--- config.mk ---
export PLATFORM = sky130hd
export DESIGN_NAME = cpwm_norm
export DESIGN_NICKNAME = d
export VERILOG_FILES = /design/src/rtl/cpwm_pkg.sv /design/src/rtl/cpwm_norm.sv
export VERILOG_INCLUDE_DIRS = /design/src /design/src/rtl
export SDC_FILE = /design/constraint.sdc
export NUM_CORES = 2
export LEC_CHECK = 0
export BUFFER_PORTS_ARGS = -buffer_cell sky130_fd_sc_hd__buf_2
export CORE_MARGIN = 5
export CORE_UTILIZATION = 65
export CTS_CLUSTER_SIZE = 40
export DETAILED_ROUTE_END_ITERATION = 8
export HOLD_SLACK_MARGIN = 0.02
export PLACE_DENSITY = 0.86
export SYNTH_ARGS = -nofsm -noshare
export SYNTH_HDL_FRONTEND = slang
export SYNTH_SLANG_ARGS = --single-unit
--- constraint.sdc ---
create_clock -name clk -period 10.8 [get_ports clk]
set_clock_uncertainty 0.1 [all_clocks]
set_input_delay 2.16 -clock clk [delete_from_list [all_inputs] [get_ports clk]]
set_output_delay 2.16 -clock clk [all_outputs]
set_load 0.05 [all_outputs]
--- src/rtl/assert_macros.svh ---
// ------------------------------------------------------------------------
// Assertion macros
// Shared concurrent assertion forms, clocked on clk, off during reset.
// ------------------------------------------------------------------------
`ifndef ASSERT_MACROS_SVH
`define ASSERT_MACROS_SVH

// same-cycle implication
`define ASSERT_IMPLY(name, ante, cons, msg) \
	name: assert property (@(posedge clk) disable iff (!arst_n) (ante) |-> (cons)) \
		else $error(msg);

// next-cycle implication
`define ASSERT_NEXT(name, ante, cons, msg) \
	name: assert property (@(posedge clk) disable iff (!arst_n) (ante) |=> (cons)) \
		else $error(msg);

`endif

--- src/rtl/cpwm_pkg.sv ---
// ------------------------------------------------------------------------
// cpwm_pkg
// Types and constants of the cubic polynomial warp map.
// ------------------------------------------------------------------------
package cpwm_pkg;

	localparam int TERM_COUNT = 10;
	localparam int COEF_SLOTS = 2 * TERM_COUNT;
	localparam int DIM_W      = 13;
	localparam int SCALE_W    = 32;
	localparam int COEF_W     = 32;
	localparam int IDX_W      = 5;
	localparam int COORD_W    = 12;
	localparam int NORM_FRAC  = 30;
	localparam int NORM_W     = 32;
	localparam int PROD_W     = 64;
	localparam int SUM_W      = 66;
	localparam int SRC_W      = 32;
	localparam int CFG_IDX_W  = 2;
	localparam int CFG_DATA_W = 32;

	localparam logic [CFG_IDX_W-1:0] CFG_WIDTH  = 2'd0;
	localparam logic [CFG_IDX_W-1:0] CFG_HEIGHT = 2'd1;
	localparam logic [CFG_IDX_W-1:0] CFG_XSCALE = 2'd2;
	localparam logic [CFG_IDX_W-1:0] CFG_YSCALE = 2'd3;

	localparam logic CMD_WRITE = 1'b0;
	localparam logic CMD_MAP   = 1'b1;

	localparam logic [DIM_W-1:0]   DIM_RST   = 13'd4096;
	localparam logic [SCALE_W-1:0] SCALE_RST = 32'd524416;

	localparam logic signed [NORM_W-1:0] NORM_ONE = 32'sh4000_0000;
	localparam logic signed [PROD_W-1:0] ROUND_HALF = 64'sh0000_0000_2000_0000;
	localparam logic signed [SRC_W-1:0] SRC_MAX = 32'sh7fff_ffff;
	localparam logic signed [SRC_W-1:0] SRC_MIN = 32'sh8000_0000;

	typedef struct packed {
		logic [DIM_W-1:0]   width;
		logic [DIM_W-1:0]   height;
		logic [SCALE_W-1:0] x_scale;
		logic [SCALE_W-1:0] y_scale;
	} cfg_t;

	// what travels with every word until the coefficient stage
	typedef struct packed {
		logic                     is_map;
		logic [IDX_W-1:0]         idx;
		logic signed [COEF_W-1:0] val;
	} tag_t;

	typedef struct packed {
		tag_t                     tag;
		logic signed [NORM_W-1:0] x;
		logic signed [NORM_W-1:0] y;
	} norm_t;

	typedef struct packed {
		tag_t                                tag;
		logic [TERM_COUNT-1:0][NORM_W-1:0]   terms;
	} term_t;

	typedef struct packed {
		logic signed [SRC_W-1:0] src_x;
		logic signed [SRC_W-1:0] src_y;
		logic                    saturated;
	} result_t;

	// Q1.30 product, rounded half up
	function automatic logic signed [NORM_W-1:0] qmul(input logic signed [NORM_W-1:0] a,
			input logic signed [NORM_W-1:0] b);
		logic signed [PROD_W-1:0] p;
		p = a * b + ROUND_HALF;
		return p[NORM_FRAC +: NORM_W];
	endfunction

endpackage

--- src/rtl/cpwm_norm.sv ---
// ------------------------------------------------------------------------
// cpwm_norm
// Two stages: coordinate times scale, then offset, clamp and small-image zero.
// ------------------------------------------------------------------------
`include "assert_macros.svh"

module cpwm_norm import cpwm_pkg::*; #(
	parameter int COORD_BITS = 12
) (
	input  logic               clk,
	input  logic               arst_n,
	input  cfg_t               cfg,
	input  logic               in_valid,
	output logic               in_ready,
	input  tag_t               in_tag,
	input  logic [COORD_W-1:0] in_col,
	input  logic [COORD_W-1:0] in_row,
	output logic               out_valid,
	input  logic               out_ready,
	output norm_t              out_data
);

	localparam int CB = (COORD_BITS < COORD_W) ? COORD_BITS : COORD_W;
	localparam int MW = CB + SCALE_W;
	localparam int DW = MW + 2;
	localparam logic signed [DW-1:0] ONE_D = DW'(NORM_ONE);

	logic          v_s1, v_s2;
	logic          adv_s1, adv_s2;
	tag_t          tag_s1;
	logic [MW-1:0] px_s1, py_s1;
	logic          zx_s1, zy_s1;
	norm_t         data_s2;

	function automatic logic signed [NORM_W-1:0] norm_clamp(input logic [MW-1:0] p,
			input logic z);
		logic signed [DW-1:0] d;
		d = $signed({2'b00, p}) - ONE_D;
		if (z)
			return '0;
		if (d > ONE_D)
			return NORM_ONE;
		if (d < -ONE_D)
			return -NORM_ONE;
		return d[NORM_W-1:0];
	endfunction

	assign adv_s2   = !v_s2 || out_ready;
	assign adv_s1   = !v_s1 || adv_s2;
	assign in_ready = adv_s1;

	always_ff @(posedge clk or negedge arst_n) begin
		if (!arst_n) begin
			v_s1 <= 1'b0;
			v_s2 <= 1'b0;
		end else begin
			if (adv_s1)
				v_s1 <= in_valid;
			if (adv_s2)
				v_s2 <= v_s1;
		end
	end

	always_ff @(posedge clk) begin
		if (adv_s1 && in_valid) begin
			tag_s1 <= in_tag;
			px_s1  <= MW'(in_col[CB-1:0]) * MW'(cfg.x_scale);
			py_s1  <= MW'(in_row[CB-1:0]) * MW'(cfg.y_scale);
			zx_s1  <= cfg.width <= DIM_W'(1);
			zy_s1  <= cfg.height <= DIM_W'(1);
		end
		if (adv_s2 && v_s1) begin
			data_s2.tag <= tag_s1;
			data_s2.x   <= norm_clamp(px_s1, zx_s1);
			data_s2.y   <= norm_clamp(py_s1, zy_s1);
		end
	end

	assign out_valid = v_s2;
	assign out_data  = data_s2;

	`ASSERT_IMPLY(a_norm_range, v_s2 && data_s2.tag.is_map,
		data_s2.x <= NORM_ONE && data_s2.x >= -NORM_ONE &&
		data_s2.y <= NORM_ONE && data_s2.y >= -NORM_ONE,
		"normalized coordinate outside [-1, 1]")

endmodule

; ---- Yosys cells after proc, flatten, opt, wreduce, memory -nomap -nowiden
; Index checks and enable logic that the tools add are counted.
[word_totals]
ff_bits = 232
inputBits = 156
output_inout_bits = 104
word_cells = 60
[op_classes]
addsub = 2
mul = 2
magnitude_cmp = 6
n_mux = 30
reduce_logical = 6
[ops]
columns = operator, n
row1 = 32-bit 2-to-1 mux, 12
row2 = "45-bit by 32-bit > comparator with 1-bit output, second input constant", 2
row3 = "45-bit by 31-bit < comparator with 1-bit output, second input constant", 2
row4 = "44-bit by 31-bit subtractor with 45-bit output, second input constant", 2
row5 = 12-bit by 32-bit multiplier with 44-bit output, 2
row6 = "13-bit by 1-bit <= comparator with 1-bit output, second input constant", 2
row7 = 1-bit 2-to-1 mux, 18
row8 = 1-bit logical AND, 2
row9 = 1-bit logical NOT, 2
row10 = 1-bit logical OR, 2

; ---- Depth between registers and ports, before layout
[depth]
ltp_word = 12
mapped_depth = 23
mapped_depth_nobuf = 21

; ---- Least setup slack after synthesis
; No wires, ideal clock.
[synth_path]
path_kind = input-to-reg
start = in cfg[40] in the netlist's numbering
end = reg px_s1[42] (data pin)
setup_time_ns = 0.258
arrival_ns = 7.208
required_ns = 10.442
path_slack_ns = 3.234
stages = 20
path_cell_list = clkbuf_1 nand2_1 fa_1 fa_1 inv_1 fa_1 fa_1 inv_1 fa_1 inv_1 ha_1 a21o_1 a211o_1 o211a_2 nor3_4 a21boi_2 o41a_4 a211o_2 a31oi_4 xnor2_1
[synth_via]
elab_chain_len = 1
[synth_lines]
columns = element, line_no
row1 = start: declaration, cpwm_norm.sv:12  ; input cfg_t cfg,
row2 = 12-bit by 32-bit multiplier with 44-bit output, cpwm_norm.sv:67  ; px_s1 <= MW'(in_col[CB-1:0]) * MW'(cfg.x_scale);
row3 = end signal: assignment, cpwm_norm.sv:67
row4 = end: declaration, cpwm_norm.sv:31  ; logic [MW-1:0] px_s1, py_s1;
; Every way passes these cells.
; A chain may end at the register's enable or synchronous reset.

; ---- Worst setup path after layout
[layout_path]
start = in in_col[3]
end = reg px_s1[41] (data pin)
[layout_via]
elab_chain_len = 1
[layout_lines]
columns = element, line_no
row1 = start: declaration, cpwm_norm.sv:16  ; input logic [COORD_W-1:0] in_col,
row2 = 12-bit by 32-bit multiplier with 44-bit output, cpwm_norm.sv:67
; Every way passes these cells.

==> results.ini <==
[critical_path]
startpoint_type=primary input
path_max_fanout=32
timing.critical_path.cells=buf_2 > nand2_1 > fa_1 > fa_1 > inv_1 > fa_1 > fa_1 > inv_1 > fa_1 > inv_1 > ha_1 > nand2_1 > nor2_1 > o2111ai_1 > o31ai_1 > nor2_1 > o21ai_1 > a221o_1 > a31o_1 > nand3_1
worstSetupEndpoint=px_s1[41]
critical_r2r_launch=py_s1[30]
critical-path-slowest-cell=buf_2
worst_setup_path_startpoint=in_col[3]
critical-path-top-cell-by-count=fa_1
critPathKind=primary input to register
end_kind=register
r2r_setup_slack_ns=7.44
worstRegToRegCells=11
critical_path.max_stage_delay_ns=0.57
reg2reg_to=out_data[23]
cp.required_ns=10.95
worstPathArrival_ns=8.02

[synthesis]
post_synth_and_or_nand_nor_area_fraction_pct=16.2
ys_types=75
commonest_register_cell_after_synthesis=edfxtp_1
mappedNetlistArea_um2=32000
synth_sequential_area_ratio_pct=21.7
synthMuxAreaShare_pct=0.102
synthArstFlopShare_pct=0.862
postSynthAreaPerCell_um2=9.67
synth_seq_cells=232
combinational_family_with_the_most_area_after_synthesis=adder cells
adder_cell_area_share_of_the_yosys_netlist_pct=44.0
synth-edff-count=230
mappedNetlistNets=4237
synth-warning-count=0
synthXorXnorAreaFrac_pct=2.19
postSynthCellCount=3313
synth_area_in_compound_gates_pct=5.77

[placed_design]
gp_congestion=0.872
io_buffer_count=257
pre_cts_ws_ns=2.49
place.detailed.hpwl_um=57200
post_placement_cell_count=4070

[timing]
finalSetupTns_ns=0
fmaxAchievable_mhz=127
timing.final.crit_period_ns=7.87
min_period_over_period_pct=72.9
final_hold_viol_count=0
worst_hold_slack_ns=0.317
final.setup.worst_slack_ns=2.93
tightestPinTransition_ns=1.11
report.final.slew_viol_count=0
slew-limit-headroom_pct=25.8
grt_setup_unrepaired=no
setup_viol_count_final=0

[routing]
wl_met1_um=28300
dr.pass1.iters=5
antenna_left=0
initialDrtViolationCount=1772
wl_met2_um=35900
num_vias=23300
route.top_layer_used=met4
wirelength_um=73000
post_route_drc_violation_count=0
drt-vias-per-instance=5.66
drt-wirelength-per-cell_um=17.7
met3_length_um=6350

[cts]
tritoncts.num_buffers=24
holdBufCountCts=0
cts_max_path_buffers=3
postCtsSetupRepairBufs=0
numClockSinks=232
cts_max_level=1
insertion_delay_ns=0.53
cts_tree=built
worst_setup_hold_path_clk_slew_ns=0.06
ctsRootBufferMaster=clkbuf_16
post_cts.resized_instances=0

[min_path]
hold_path_depth=0
min-delay-path-class=register to register

[finish]
final_cell_mix=681 x inv_1, 612 x nand2_1, 600 x fa_1, 257 x buf_2, 252 x and2_1
layout.cells.non_filler=4113
finalNetCount=4356
fillCellCount=3640
area_growth_syn_to_layout_pct=6.95
post_route_cells_drive_above_1_share_pct=9.11
layout.cells.most_common=inv_1

[floorplan]
placeable_area_um2=48800
dieHeight_um=232
number_of_top_level_pins=260
fp.dieW_um=232
dieArea_um2=53800
starting_density_of_the_core_pct=65.6
fp-row-count=81

[run]
maxCapViolCount=0

[grt]
grt-ovfl-total=0
grt_max_degree=87
antenna_found_initial=2
groute.usage.overall_pct=27.9
first_pass_grt_wire_length_um=121000
grt_pass1_vias=25000

[pwr]
power.total_mw=11.5
powerDensity_nw_per_um2=336
irDropWorstVdd_mv=0.323
p_leak_nw=16.9

[run_status]
run_status=complete, no violations

-- state kept, by name (all words and copies together), names as in the netlist --
name / flops
px_s1: 44
zx_s1: 1
tag_s1: 38
out_valid: 1
out_data: 102
v_s1: 1
py_s1: 44
zy_s1: 1
-- cell type report --
| cell class | instances | area, um2 | area share, % |
|---|---|---|---|
| timing repair buffer | 261 | 1320 | 3.84 |
| inverter | 681 | 2560 | 7.46 |
| sequential | 232 | 6960 | 20.3 |
| tap | 664 | 831 | 2.42 |
| antenna | 1 | 2.50 | 0.00730 |
| clock buffer | 27 | 612 | 1.79 |
| multi-input combinational | 2232 | 21900 | 63.9 |
| clock inverter | 15 | 96.3 | 0.281 |
-- stage by stage --
step / util, % / cell area [um2]
global placement: 68.7 / 33600
floorplan: - / 32000
global route: 70.2 / 34300
finish: 70.2 / 34300
CTS: 70.2 / 34300
detailed placement: 68.7 / 33600
-- worst max-delay path, delay by kind of cell --
kind	cells	cell delay [ns]
fa+ha+maj	6	2.93
buf+inv	4	0.73
simple gates	5	0.75
compound gates	5	1.43
-- routing by layer --
metal	vias up	track usage, %
met3	221	5.00
met1	11700	36.8
met2	1066	47.2
met5	-	0
li1	10300	-
met4	0	9.86
-- synthesized netlist by cell type, drive strengths merged (3+ instances only) --
library cell,count,area [um2]
a21oi,84,428
nor2b,12,75.1
o211a,5,50.1
inv,681,2560
a41oi,4,42.6
a221oi,3,32.5
a21o,56,422
xnor2,48,420
nor3,27,146
a211o,4,36.3
nor4,24,156
nor4b,3,26.3
a31oi,11,83.8
and2,254,1590
buf,4,20.0
xor2,32,280
nand3b,3,22.5
and3,41,257
o21bai,9,67.6
clkbuf,164,616
o21a,5,37.5
nand3,14,70.1
edfxtp,230,6910
o211ai,4,30.0
a211oi,6,45.0
nand2,612,2300
o21ai,47,235
ha,168,2100
a21boi,8,63.8
nand4,18,113
nor2,70,263
a31o,3,26.3
fa,600,12000
or3,4,25.0
o31ai,3,22.5
nand2b,16,100
o2111ai,7,61.3
-- where the power goes --
| part | internal [mW] | switching, mW | leakage [nW] |
|---|---|---|---|
| clock | 0.410 | 0.333 | 0.344 |
| combinational | 3.69 | 5.30 | 14.3 |
| sequential | 1.66 | 0.131 | 2.27 |
| total | 5.76 | 5.76 | 16.9 |
-- worst min path at each step --
stage,to,start,slack (ns)
after floorplan,out_data[100],tag_s1[36],0.30
after CTS,out_data[66],tag_s1[2],0.32
after detailed placement,out_data[100],tag_s1[36],0.30
final,out_data[66],tag_s1[2],0.32
after global placement,out_data[66],tag_s1[2],0.30
after global routing,out_data[97],tag_s1[33],0.32
-- kinds of logic (layout without fill, tap and decap cells) --
family / after synthesis / in the layout
muxes: 3 / 3
DFF: 232 / 232
buffers and inverters: 849 / 984
adders and majority gates: 768 / 768
other: 0 / 1
and+or+nand+nor: 1106 / 1106
xor gates and xnor gates: 80 / 80
AOI/OAI and AO/OA: 275 / 275
Note: power is estimated with default switching activity, not from simulation.
